[src/rtl/pcwh_pkg.sv]
// Shared types and constants for the path component word hash.
// No dependencies; imported by every module of the block.
`timescale 1ns / 1ps
`default_nettype none

package pcwh_pkg;

  localparam int WORD_W          = 64;
  localparam int WORD_BYTES      = 8;
  localparam int HASH_W          = 32;
  localparam int LEN_W           = 16;
  localparam int LENGTH_BITS_DEF = 16;
  localparam int QUEUE_DEPTH_DEF = 2;

  localparam logic [7:0]  NUL_BYTE   = 8'h00;
  localparam logic [7:0]  SLASH_BYTE = 8'h2F;
  localparam logic [63:0] GOLDEN64   = 64'h61C8_8646_80B5_83EB;

  // Classified word as it travels from the front end to the mixer.
  typedef struct packed {
    logic        is_end;   // word holds the first terminator byte
    logic [3:0]  add_len;  // bytes counted from this word (0..8)
    logic [63:0] word;     // bytes at and after the terminator cleared
    logic [63:0] salt;
  } pcwh_item_t;

  typedef enum logic [1:0] {
    ST_MIX,   // take words from the queue and mix them
    ST_MUL,   // golden-ratio fold on the shared 32x32 multiplier
    ST_EMIT   // wait for the output register
  } pcwh_state_e;

endpackage

`default_nettype wire

[src/rtl/pcwh_front.sv]
// Front end: accepts name words, finds the first NUL or '/' byte and
// registers the classified item. Depends on pcwh_pkg.
`timescale 1ns / 1ps
`default_nettype none

module pcwh_front (
  input  wire                       clk_i,
  input  wire                       rst_ni,
  input  wire                       in_valid_i,
  output logic                      in_ready_o,
  input  wire  [63:0]               name_word_i,
  input  wire  [63:0]               salt_i,
  output logic                      item_valid_o,
  input  wire                       item_ready_i,
  output pcwh_pkg::pcwh_item_t      item_o
);
  import pcwh_pkg::*;

  logic       vld_q;
  pcwh_item_t item_q;
  pcwh_item_t item_d;

  always_comb begin
    logic       seen;
    logic [3:0] idx;
    seen = 1'b0;
    idx  = 4'(WORD_BYTES);
    item_d.word = name_word_i;
    // keep only the bytes ahead of the first terminator
    for (int i = 0; i < WORD_BYTES; i++) begin
      if (!seen && (name_word_i[8*i +: 8] == NUL_BYTE ||
                    name_word_i[8*i +: 8] == SLASH_BYTE)) begin
        seen = 1'b1;
        idx  = 4'(i);
      end
      if (seen) begin
        item_d.word[8*i +: 8] = 8'h00;
      end
    end
    item_d.is_end  = seen;
    item_d.add_len = idx;
    item_d.salt    = salt_i;
  end

  assign in_ready_o   = !vld_q || item_ready_i;
  assign item_valid_o = vld_q;
  assign item_o       = item_q;

  always_ff @(posedge clk_i or negedge rst_ni) begin
    if (!rst_ni) begin
      vld_q <= 1'b0;
    end else if (in_ready_o) begin
      vld_q <= in_valid_i;
    end
  end

  always_ff @(posedge clk_i) begin
    if (in_valid_i && in_ready_o) begin
      item_q <= item_d;
    end
  end

endmodule

`default_nettype wire

[src/rtl/pcwh_queue.sv]
// Small FIFO of classified items between the front end and the mixer.
// Depends on pcwh_pkg for the item type.
`timescale 1ns / 1ps
`default_nettype none

module pcwh_queue #(
  parameter int DEPTH = pcwh_pkg::QUEUE_DEPTH_DEF
) (
  input  wire                       clk_i,
  input  wire                       rst_ni,
  input  wire                       push_valid_i,
  output logic                      push_ready_o,
  input  pcwh_pkg::pcwh_item_t      push_item_i,
  output logic                      pop_valid_o,
  input  wire                       pop_ready_i,
  output pcwh_pkg::pcwh_item_t      pop_item_o
);
  import pcwh_pkg::*;

  localparam int PtrW = (DEPTH > 1) ? $clog2(DEPTH) : 1;
  localparam int CntW = $clog2(DEPTH + 1);

  pcwh_item_t        mem_q [DEPTH];
  logic [PtrW-1:0]   wr_ptr_q, rd_ptr_q;
  logic [CntW-1:0]   count_q;
  logic              push, pop;

  assign push_ready_o = (count_q != CntW'(DEPTH));
  assign pop_valid_o  = (count_q != '0);
  assign push         = push_valid_i && push_ready_o;
  assign pop          = pop_valid_o && pop_ready_i;
  assign pop_item_o   = mem_q[rd_ptr_q];

  always_ff @(posedge clk_i) begin
    if (push) begin
      mem_q[wr_ptr_q] <= push_item_i;
    end
  end

  always_ff @(posedge clk_i or negedge rst_ni) begin
    if (!rst_ni) begin
      wr_ptr_q <= '0;
      rd_ptr_q <= '0;
      count_q  <= '0;
    end else begin
      if (push) begin
        wr_ptr_q <= (wr_ptr_q == PtrW'(DEPTH - 1)) ? '0 : wr_ptr_q + 1'b1;
      end
      if (pop) begin
        rd_ptr_q <= (rd_ptr_q == PtrW'(DEPTH - 1)) ? '0 : rd_ptr_q + 1'b1;
      end
      if (push && !pop) begin
        count_q <= count_q + 1'b1;
      end else if (pop && !push) begin
        count_q <= count_q - 1'b1;
      end
    end
  end

  a_count_bound: assert property (@(posedge clk_i) disable iff (!rst_ni)
    count_q <= CntW'(DEPTH))
    else $error("queue count above depth");

  a_count_up: assert property (@(posedge clk_i) disable iff (!rst_ni)
    (push && !pop) |=> count_q == $past(count_q) + 1'b1)
    else $error("queue count did not follow push");

  a_count_down: assert property (@(posedge clk_i) disable iff (!rst_ni)
    (pop && !push) |=> count_q == $past(count_q) - 1'b1)
    else $error("queue count did not follow pop");

endmodule

`default_nettype wire

[src/rtl/pcwh_back.sv]
// Back end: per-word mix, length count and the golden-ratio fold on one
// shared 32x32 multiplier, plus the result register. Depends on pcwh_pkg.
`timescale 1ns / 1ps
`default_nettype none

module pcwh_back #(
  parameter int LENGTH_BITS = pcwh_pkg::LENGTH_BITS_DEF
) (
  input  wire                       clk_i,
  input  wire                       rst_ni,
  input  wire                       item_valid_i,
  output logic                      item_ready_o,
  input  pcwh_pkg::pcwh_item_t      item_i,
  output logic                      out_valid_o,
  input  wire                       out_ready_i,
  output logic [31:0]               hash_value_o,
  output logic [15:0]               name_length_o
);
  import pcwh_pkg::*;

  localparam logic [LEN_W:0] LenMax = (LENGTH_BITS >= LEN_W) ?
      {1'b0, {LEN_W{1'b1}}} : ((17'd1 << LENGTH_BITS) - 17'd1);

  pcwh_state_e state_q, state_d;
  logic [1:0]  step_q, step_d;
  logic        phase_q, phase_d;     // 0: x*G, 1: (y ^ x*G)*G
  logic        inside_q, inside_d;
  logic [63:0] x_q, x_d, y_q, y_d;
  logic [15:0] cnt_q, cnt_d;
  logic [63:0] op_q, op_d, acc_q, acc_d, prod_q, prod_d;
  logic [31:0] mul_a, mul_b;
  logic        out_valid_q, out_valid_d;
  logic [31:0] hash_q, hash_d;
  logic [15:0] len_q, len_d;
  logic        out_load;

  assign prod_d = mul_a * mul_b;

  always_comb begin
    logic [63:0] xe, ye, xa, ya, xr, yr, acc_sum;
    logic [15:0] ce;
    logic [16:0] sum;

    state_d      = state_q;
    step_d       = step_q;
    phase_d      = phase_q;
    inside_d     = inside_q;
    x_d          = x_q;
    y_d          = y_q;
    cnt_d        = cnt_q;
    op_d         = op_q;
    acc_d        = acc_q;
    item_ready_o = 1'b0;
    out_load     = 1'b0;

    xe  = inside_q ? x_q : '0;
    ye  = inside_q ? y_q : item_i.salt;
    ce  = inside_q ? cnt_q : '0;
    sum = {1'b0, ce} + 17'(item_i.add_len);

    xa = xe ^ item_i.word;
    ya = ye ^ xa;
    xr = {xa[51:0], xa[63:52]};
    yr = {ya[18:0], ya[63:19]};

    acc_sum = acc_q + {prod_q[31:0], 32'h0};

    // operand select: low*low, low*high, high*low (only low 64 bits kept)
    unique case (step_q)
      2'd0:    begin mul_a = op_q[31:0];  mul_b = GOLDEN64[31:0];  end
      2'd1:    begin mul_a = op_q[31:0];  mul_b = GOLDEN64[63:32]; end
      default: begin mul_a = op_q[63:32]; mul_b = GOLDEN64[31:0];  end
    endcase

    unique case (state_q)
      ST_MIX: begin
        item_ready_o = 1'b1;
        if (item_valid_i) begin
          inside_d = 1'b1;
          cnt_d    = (sum >= LenMax) ? LenMax[15:0] : sum[15:0];
          if (item_i.is_end) begin
            x_d      = xa;
            y_d      = ye;
            op_d     = xa;
            inside_d = 1'b0;
            phase_d  = 1'b0;
            step_d   = 2'd0;
            state_d  = ST_MUL;
          end else begin
            x_d = xr + ya;
            y_d = {yr[60:0], 3'b000} + yr;
          end
        end
      end
      ST_MUL: begin
        step_d = step_q + 1'b1;
        unique case (step_q)
          2'd0:    acc_d = acc_q;
          2'd1:    acc_d = prod_q;
          default: acc_d = acc_sum;
        endcase
        if (step_q == 2'd3) begin
          if (!phase_q) begin
            op_d    = y_q ^ acc_sum;
            phase_d = 1'b1;
          end else begin
            state_d = ST_EMIT;
          end
        end
      end
      ST_EMIT: begin
        if (!out_valid_q || out_ready_i) begin
          out_load = 1'b1;
          state_d  = ST_MIX;
        end
      end
      default: state_d = ST_MIX;
    endcase

    out_valid_d = out_load || (out_valid_q && !out_ready_i);
    hash_d      = out_load ? acc_q[63:32] : hash_q;
    len_d       = out_load ? cnt_q : len_q;
  end

  always_ff @(posedge clk_i or negedge rst_ni) begin
    if (!rst_ni) begin
      state_q     <= ST_MIX;
      step_q      <= 2'd0;
      phase_q     <= 1'b0;
      inside_q    <= 1'b0;
      cnt_q       <= '0;
      x_q         <= '0;
      y_q         <= '0;
      out_valid_q <= 1'b0;
    end else begin
      state_q     <= state_d;
      step_q      <= step_d;
      phase_q     <= phase_d;
      inside_q    <= inside_d;
      cnt_q       <= cnt_d;
      x_q         <= x_d;
      y_q         <= y_d;
      out_valid_q <= out_valid_d;
    end
  end

  always_ff @(posedge clk_i) begin
    op_q   <= op_d;
    acc_q  <= acc_d;
    prod_q <= prod_d;
    hash_q <= hash_d;
    len_q  <= len_d;
  end

  assign out_valid_o   = out_valid_q;
  assign hash_value_o  = hash_q;
  assign name_length_o = len_q;

  a_end_starts_fold: assert property (@(posedge clk_i) disable iff (!rst_ni)
    (state_q == ST_MIX && item_valid_i && item_i.is_end) |=> state_q == ST_MUL)
    else $error("terminating word did not start the fold");

  a_fold_ends: assert property (@(posedge clk_i) disable iff (!rst_ni)
    (state_q == ST_MUL && step_q == 2'd3 && phase_q) |=> state_q == ST_EMIT)
    else $error("fold did not finish after second multiply");

  a_result_from_emit: assert property (@(posedge clk_i) disable iff (!rst_ni)
    $rose(out_valid_q) |-> $past(state_q) == ST_EMIT)
    else $error("result appeared outside emit");

  a_len_saturates: assert property (@(posedge clk_i) disable iff (!rst_ni)
    {1'b0, cnt_q} <= LenMax)
    else $error("byte count above its limit");

  a_no_pop_in_fold: assert property (@(posedge clk_i) disable iff (!rst_ni)
    (state_q != ST_MIX) |-> !item_ready_o)
    else $error("queue popped during fold");

endmodule

`default_nettype wire

[src/rtl/path_component_word_hash.sv]
// Top level of the path component word hash: front end, item queue, mixer.
// Depends on pcwh_pkg, pcwh_front, pcwh_queue and pcwh_back.
//
// Usage: a name component arrives on the input channel (valid/ready) as
// 64-bit little-endian words, first byte in bits 7..0. salt_i is sampled
// only with the first word of each name. Words without a NUL or '/' byte
// are mixed and produce nothing; the word holding the first terminator
// closes the name and yields one transaction on the output channel with
// hash_value_o and name_length_o (saturating byte count).
// The mixer takes one non-terminating word per cycle while it is mixing.
// A terminating word is taken, then folded on the shared 32x32 multiplier
// (two 64-bit products of three partial products, each product
// registered), and then loads the output register; no word is taken
// meanwhile. Words reach the mixer through the front register and queue.
// Reset clears the state; the block then waits for the first word of a
// name. A stalled receiver holds the result in the output register while
// further words keep being mixed; the next result waits until it is taken,
// and the queue then fills and drops in_ready_o.
`timescale 1ns / 1ps
`default_nettype none

module path_component_word_hash #(
  parameter int LENGTH_BITS = pcwh_pkg::LENGTH_BITS_DEF,
  parameter int QUEUE_DEPTH = pcwh_pkg::QUEUE_DEPTH_DEF
) (
  input  wire         clk_i,
  input  wire         rst_ni,
  input  wire         in_valid_i,
  output logic        in_ready_o,
  input  wire  [63:0] name_word_i,
  input  wire  [63:0] salt_i,
  output logic        out_valid_o,
  input  wire         out_ready_i,
  output logic [31:0] hash_value_o,
  output logic [15:0] name_length_o
);
  import pcwh_pkg::*;

  logic       f_valid, f_ready, q_valid, q_ready;
  pcwh_item_t f_item, q_item;

  pcwh_front u_front (
    .clk_i        (clk_i),
    .rst_ni       (rst_ni),
    .in_valid_i   (in_valid_i),
    .in_ready_o   (in_ready_o),
    .name_word_i  (name_word_i),
    .salt_i       (salt_i),
    .item_valid_o (f_valid),
    .item_ready_i (f_ready),
    .item_o       (f_item)
  );

  pcwh_queue #(
    .DEPTH (QUEUE_DEPTH)
  ) u_queue (
    .clk_i        (clk_i),
    .rst_ni       (rst_ni),
    .push_valid_i (f_valid),
    .push_ready_o (f_ready),
    .push_item_i  (f_item),
    .pop_valid_o  (q_valid),
    .pop_ready_i  (q_ready),
    .pop_item_o   (q_item)
  );

  pcwh_back #(
    .LENGTH_BITS (LENGTH_BITS)
  ) u_back (
    .clk_i         (clk_i),
    .rst_ni        (rst_ni),
    .item_valid_i  (q_valid),
    .item_ready_o  (q_ready),
    .item_i        (q_item),
    .out_valid_o   (out_valid_o),
    .out_ready_i   (out_ready_i),
    .hash_value_o  (hash_value_o),
    .name_length_o (name_length_o)
  );

endmodule

`default_nettype wire

[config.mk]
export PLATFORM = sky130hd
export DESIGN_NAME = path_component_word_hash
export DESIGN_NICKNAME = d
export VERILOG_FILES = /design/src/rtl/pcwh_pkg.sv /design/src/rtl/pcwh_front.sv /design/src/rtl/pcwh_queue.sv /design/src/rtl/pcwh_back.sv /design/src/rtl/path_component_word_hash.sv
export SDC_FILE = /design/constraint.sdc
export NUM_CORES = 2
export LEC_CHECK = 0
export ABC_CLOCK_PERIOD_IN_PS = 21100
export BUFFER_PORTS_ARGS = -buffer_cell sky130_fd_sc_hd__buf_2
export CORE_MARGIN = 2
export CORE_UTILIZATION = 60
export CTS_CLUSTER_DIAMETER = 50
export DETAILED_ROUTE_END_ITERATION = 8
export HOLD_SLACK_MARGIN = 0.12
export PLACE_DENSITY = 0.77
export SYNTH_ARGS = -nofsm -noshare
export SYNTH_HDL_FRONTEND = slang
export SYNTH_SLANG_ARGS = --single-unit
export TNS_END_PERCENT = 5
[constraint.sdc]
create_clock -name clk_i -period 21.1 [get_ports clk_i]
set_input_delay 2.11 -clock clk_i [delete_from_list [all_inputs] [get_ports clk_i]]
set_output_delay 2.11 -clock clk_i [all_outputs]
set_load 0.005 [all_outputs]
Word-level counts from Yosys, hierarchy flattened

Memories as Yosys holds them, arrays and structs flattened.
Index checks and enable logic that the tools add are counted.

Register bits after elaboration: 529
Memory bits (writable): 266
Input port bits: 132
Memories kept: 1
Logic and storage cells: 177
Output and inout port bits: 50

Memories:

| name          | words | width | read ports | clocked after memory_dff | write ports | line             | source |
|---|---|---|---|---|---|---|---|
| u_queue.mem_q | 2     | 133   | 1          | 0                        | 1           | pcwh_queue.sv:23 | `pcwh_item_t mem_q [DEPTH];` |

Muxes and demuxes: 52
Bitwise gates (word level): 4
Multipliers: 1
Order comparisons: 1
Reduce and logical (&&, ||, !) cells: 59
Add/subtract/negate cells: 9
Equal/unequal tests: 19

Operators with widths:

| kind                                                                     | number |
|---|---|
| 64-bit 2-to-1 mux                                                        | 8 |
| 64-bit case mux with 2 select lines                                      | 2 |
| 64-bit adder                                                             | 3 |
| 64-bit bitwise XOR                                                       | 3 |
| 8-bit by 6-bit == test with 1-bit output (second input constant)         | 8 |
| 8-bit logical NOT                                                        | 8 |
| 32-bit by 32-bit multiplier with 64-bit output                           | 1 |
| 32-bit 2-to-1 mux                                                        | 2 |
| 16-bit 2-to-1 mux                                                        | 2 |
| 2-bit 2-to-1 mux                                                         | 11 |
| 1-bit 2-to-1 mux                                                         | 20 |
| 16-bit by 4-bit adder with 17-bit output                                 | 1 |
| 17-bit by 16-bit >= comparator with 1-bit output (second input constant) | 1 |
| 1-bit logical AND                                                        | 13 |
| 1-bit logical NOT                                                        | 12 |
| 1-bit logical OR                                                         | 11 |
| 5-bit AND reduction                                                      | 2 |
| 3-bit 2-to-1 mux                                                         | 3 |
| 2-bit inequality test (second input constant)                            | 4 |
| 7-bit OR reduction                                                       | 1 |
| 2-bit by 1-bit inequality test with 1-bit output (second input constant) | 3 |
| 2-bit case mux with 3 select lines                                       | 1 |
| 2-bit nonzero test                                                       | 3 |
| 2-bit by 1-bit adder with 2-bit output (second input constant)           | 2 |
| 14 further kinds                                                         | 20 |

Longest topological paths before layout

Depth after elaboration: 24
Depth in mapped cells: 37
Gate-level depth less buffers: 34

Modules after synthesis

Synthesis repeated with hierarchy kept, for this count alone.

Cells, all modules: 5879
Area total of the unflattened synthesis: 62949.1 um2

Modules (own cells, without submodules):

| module     | sequential area each (um2) | times used | cells each | area an instance (um2) |
|---|---|---|---|---|
| pcwh_back  | 10344.9                    | 1          | 5186       | 48039.8 |
| pcwh_queue | 8087.8                     | 1          | 432        | 10029.6 |
| pcwh_front | 4018.9                     | 1          | 261        | 4879.7 |

Worst setup path before layout

No wires, ideal clock.

Path type: register to register
From: register u_back.step_q[0]
To: register u_back.prod_q[62]
Arrival time: 9093 ps
Data required time: 21028 ps
Period minus slack after synthesis: 9165 ps
Setup time: 72 ps
Path slack: 11935 ps
Stages on the path, launching flop included: 33
Path buffers: 3
Cells stage by stage: dfrtp_1 ha_1 clkbuf_1 nor2_1 clkbuf_1 buf_1 mux2i_1 inv_1 nand2_1 inv_1 fa_1 fa_1 ha_1 inv_1 fa_1 inv_1 fa_1 fa_1 fa_1 inv_1 fa_1 inv_1 ha_1 nand4_1 or3_1 o41ai_1 o21ai_1 o21ai_1 a41oi_1 o41ai_1 o22ai_1 o21ai_1 xor2_1

Word-level cells in the longest chain between the ends: 4
Elaborated cells between the ends (all ways): 6
Those cells by class: 1 x mul; 1 x eq/ne; 2 x mux; 2 x reduce/logical

RTL lines:

| element                                                                       | line             | source |
|---|---|---|
| start, declared                                                               | pcwh_back.sv:25  | `logic [1:0] step_q, step_d;` |
| start signal, assigned                                                        | pcwh_back.sv:137 | `step_q <= step_d;` |
| 2-bit by 1-bit == test with 1-bit output or 2-bit logical NOT (tied branches) | pcwh_back.sv:69  | `unique case (step_q)` |
| 2-bit OR reduction (no source line)                                           | -                |  |
| 32-bit 2-to-1 mux                                                             | pcwh_back.sv:69  |  |
| 32-bit by 32-bit multiplier with 64-bit output *                              | pcwh_back.sv:37  | `assign prod_d = mul_a * mul_b;` |
| net u_back.prod_d[62]                                                         | pcwh_back.sv:30  | `logic [63:0] op_q, op_d, acc_q, acc_d, prod_q, prod_d;` |
| end signal, assigned                                                          | pcwh_back.sv:150 | `prod_q <= prod_d;` |
| end, declared                                                                 | pcwh_back.sv:30  |  |

The timed path passes the listed nets; every way through them passes the cells marked *.
A chain may end at the register's enable or synchronous reset.

Final worst setup path

From: register u_back.step_q[1]
To: register u_back.prod_q[62]

Same word-level chain as after synthesis.

==> impl_metrics.py <==
metrics = {
    "yosys": {
        "synthCells": 5932,
        "synth-async-reset-ratio_pct": 19.6,
        "synth_top_family_by_area": "adder cells",
        "synth.most_common_cell": "inv_1",
        "synthTopCellsByCount": "inv_1 (811), ha_1 (609), edfxtp_1 (575)",
        "yosys_warnings": 0,
        "synth_cell_types": 85,
        "synth_compound_area_share_pct": 10.9,
        "syn_area_per_cell_um2": 10.5,
        "yosys.area_share.simple_pct": 8.92,
        "synth_xor_area_share_pct": 5.87,
        "synth_top_area_share_pct": 27.6,
        "syn-cell-area_um2": 62600,
        "yosys.area.top_type": "edfxtp_1",
        "synthMuxAreaShare_pct": 3.68,
        "synth_fa_ha_area_share_pct": 28.4,
        "synth-seq-cells": 795,
        "synth.area.top_cells": "edfxtp_1 (28%), fa_1 (16%), ha_1 (12%)",
        "yosys_most_used_dff": "edfxtp_1",
        "ys_seq_area_share_pct": 35.9,
        "synth_edf_count": 575,
    },
    "floorplan": {
        "core_um2": 103000,
        "die-height_um": 327,
        "row_count": 118,
        "dieArea_um2": 107000,
        "ios": 182,
        "start_util_pct": 60.5,
        "die_x_um": 327,
    },
    "grt": {
        "grt-ovfl-total": 0,
        "grt_pass1_vias": 45700,
        "antenna_found_initial": 9,
        "grt_first_pass_wirelength_mm": 296,
        "grt_start_max_net_pins": 96,
        "grt_usage_pct": 37.9,
    },
    "critical_path": {
        "cp_top_family": "adder cells",
        "crit_type": "flop to flop",
        "critPathLaunchType": "flop",
        "critPathArrivalTime_ps": 10690,
        "crit_buf_inv": 8,
        "cp.required_ps": 21700,
        "cp_max_fo": 44,
        "crit_path_max_incr_delay_ps": 570,
        "worstSetupEndpointType": "flop",
        "crit_slowest_cell": "mux2i_1",
    },
    "layout": {
        "fillCellCount": 8104,
        "fin_nets": 7351,
        "area_growth_pct": 9.60,
        "layout-drive-gt1-share_pct": 8.93,
        "antenna_cells": 0,
    },
    "clock_network": {
        "htreeDepth": 3,
        "tritoncts": "yes",
        "cts-buffers-inserted": 93,
        "hold_buffers": 0,
        "clk_pin_slew_worst_paths_ps": 60,
        "cts_sinks": 795,
        "clk_path_buf_depth": 3,
        "cts-resized-gates": 0,
        "clock_latency_ps": 680,
        "cts_root_buf": "clkbuf_16",
        "post-cts-setup-buffers": 0,
    },
    "route": {
        "wl_per_cell_um": 26.6,
        "drtPass1Iterations": 6,
        "routed_wl_mm": 202,
        "drc": 0,
        "via_per_inst": 6.04,
        "drt_iter0_markers": 4469,
        "vias": 45700,
        "ant_nets": 0,
    },
    "sta": {
        "post-route-period-util_pct": 47.9,
        "worstMarginPinSlew_ps": 1240,
        "finalHoldViolCount": 0,
        "timing.final.max_slew_violations": 0,
        "rsz0062_at_grt": "false",
        "finalClockSkew_ps": 35.0,
        "slew_headroom_pct": 15.3,
        "fin_ws_ps": 11000,
        "timing.final.crit_period_ps": 10100,
        "max_clock_freq_ghz": 0.0990,
        "setup_viol": 0,
        "tns_ps": 0,
    },
    "place": {
        "finalWeightedCongestion": 1.04,
        "place_ws_ps": 11150,
        "port_buffers": 181,
        "dp_hpwl_mm": 166,
    },
    "min_path": {
        "hold_class": "flop to flop",
    },
    "outcome": {
        "status": "complete, no violations",
    },
    "flow_run": {
        "cap_violations": 0,
    },
}
[final timing paths]
kind	startpoint	endpoint	slack [ps]	cells after the start
max	u_back.step_q[1]$_DFFE_PN0P_	u_back.prod_q[62]$_DFF_P_	11000	31
max reg2reg	u_back.step_q[1]$_DFFE_PN0P_	u_back.prod_q[62]$_DFF_P_	11000	31
min in group asynchronous	rst_ni	u_back.x_q[12]$_DFFE_PN0P_	1480	1
min	u_front.item_o[117]$_SDFFCE_PP0P_	u_queue.mem_q[0][117]$_DFFE_PP_	430	0
max in group asynchronous	rst_ni	u_back.inside_q$_DFFE_PN0P_	17700	3
min reg2reg	u_front.item_o[117]$_SDFFCE_PP0P_	u_queue.mem_q[0][117]$_DFFE_PP_	430	0
[registers in the layout, indices dropped and copies added, names as in the netlist]
register / count
u_back.inside_q: 1
u_back.out_valid_o: 1
u_queue.mem_q: 266
u_queue.rd_ptr_q: 1
u_back.op_q: 64
u_back.name_length_o: 16
u_back.state_q: 2
u_queue.count_q: 2
u_queue.wr_ptr_q: 1
u_back.prod_q: 64
u_back.step_q: 2
u_back.hash_value_o: 32
u_back.acc_q: 64
u_front.item_o: 133
u_back.y_q: 64
u_back.cnt_q: 16
u_back.x_q: 64
u_back.phase_q: 1
u_front.item_valid_o: 1
[layout by cell type (no fill, tap or decap), types with 26 or more instances in the layout]
master     netlist  layout
xnor2_1        232     229
ha_1           609     608
a21oi_1        348     347
and2_1         106     105
nand4_1         57      57
nor3_1          34      33
mux2i_1        159     158
nor2_1         264     258
buf_4            0      89
inv_1          811     810
xor2_1         182     180
nand3_1         44      44
a21o_1         126     126
o22ai_1         46      46
and3_1          57      56
mux2_2          63      63
o21bai_1        38      38
conb_1           2      58
clkbuf_16        0      94
nand2_1        496     496
a31oi_1         47      47
dfxtp_1         64      64
buf_2            2     180
nand2b_1        33      33
o21ai_0        311     310
nor2b_1         28      26
dfrtp_1        156     154
fa_1           507     507
o21a_1          27      27
edfxtp_1       575     575
[layer usage]
| layer | vias to the layer above | part of all wire, % | GRT usage, % |
|---|---|---|---|
| met5 | - | 0.051 | 0 |
| met1 | 22700 | 39 | 49.7 |
| met2 | 2012 | 47 | 61.1 |
| li1 | 20500 | - | - |
| met4 | 10 | 6.7 | 20.9 |
| met3 | 508 | 7.3 | 5.46 |
[layout make-up]
type                            instances  area [µm²]  area share [%]
Clock inverter                         70         852            1.24
Inverter                              813        3050            4.45
Tap cell                             1380        1730            2.52
Clock buffer                          106        2440            3.55
Timing Repair Buffer                  270        1580            2.30
Sequential cell                       795       22500            32.7
Multi-Input combinational cell       4130       36500            53.2
[metrics by stage]
stage | cells | area (µm²) | utilization [%] | hold slack [ps]
6_report | 7564 | 68600 | 66.3 | 431
5_1_grt | 7564 | 68600 | 66.3 | 448
4_1_cts | 7564 | 68600 | 66.3 | 430
3_5_place_dp | 7388 | 65300 | 63.1 | 430
3_3_place_gp | 7388 | 65300 | 63.1 | 423
2_1_floorplan | 5988 | 62800 | - | 421
[kinds of logic (layout without fill, tap and decap cells)]
logic type	after synthesis	count (layout)
simple gates	1200	1200
buf+inv	1063	1259
flops	795	795
xor+xnor	416	416
other cells	2	58
fa+ha+maj	1116	1116
mux	222	222
compound gates	1118	1118
Power is not shown: default switching activity piles up to over one toggle a cycle in this logic, so the estimate is an artifact.
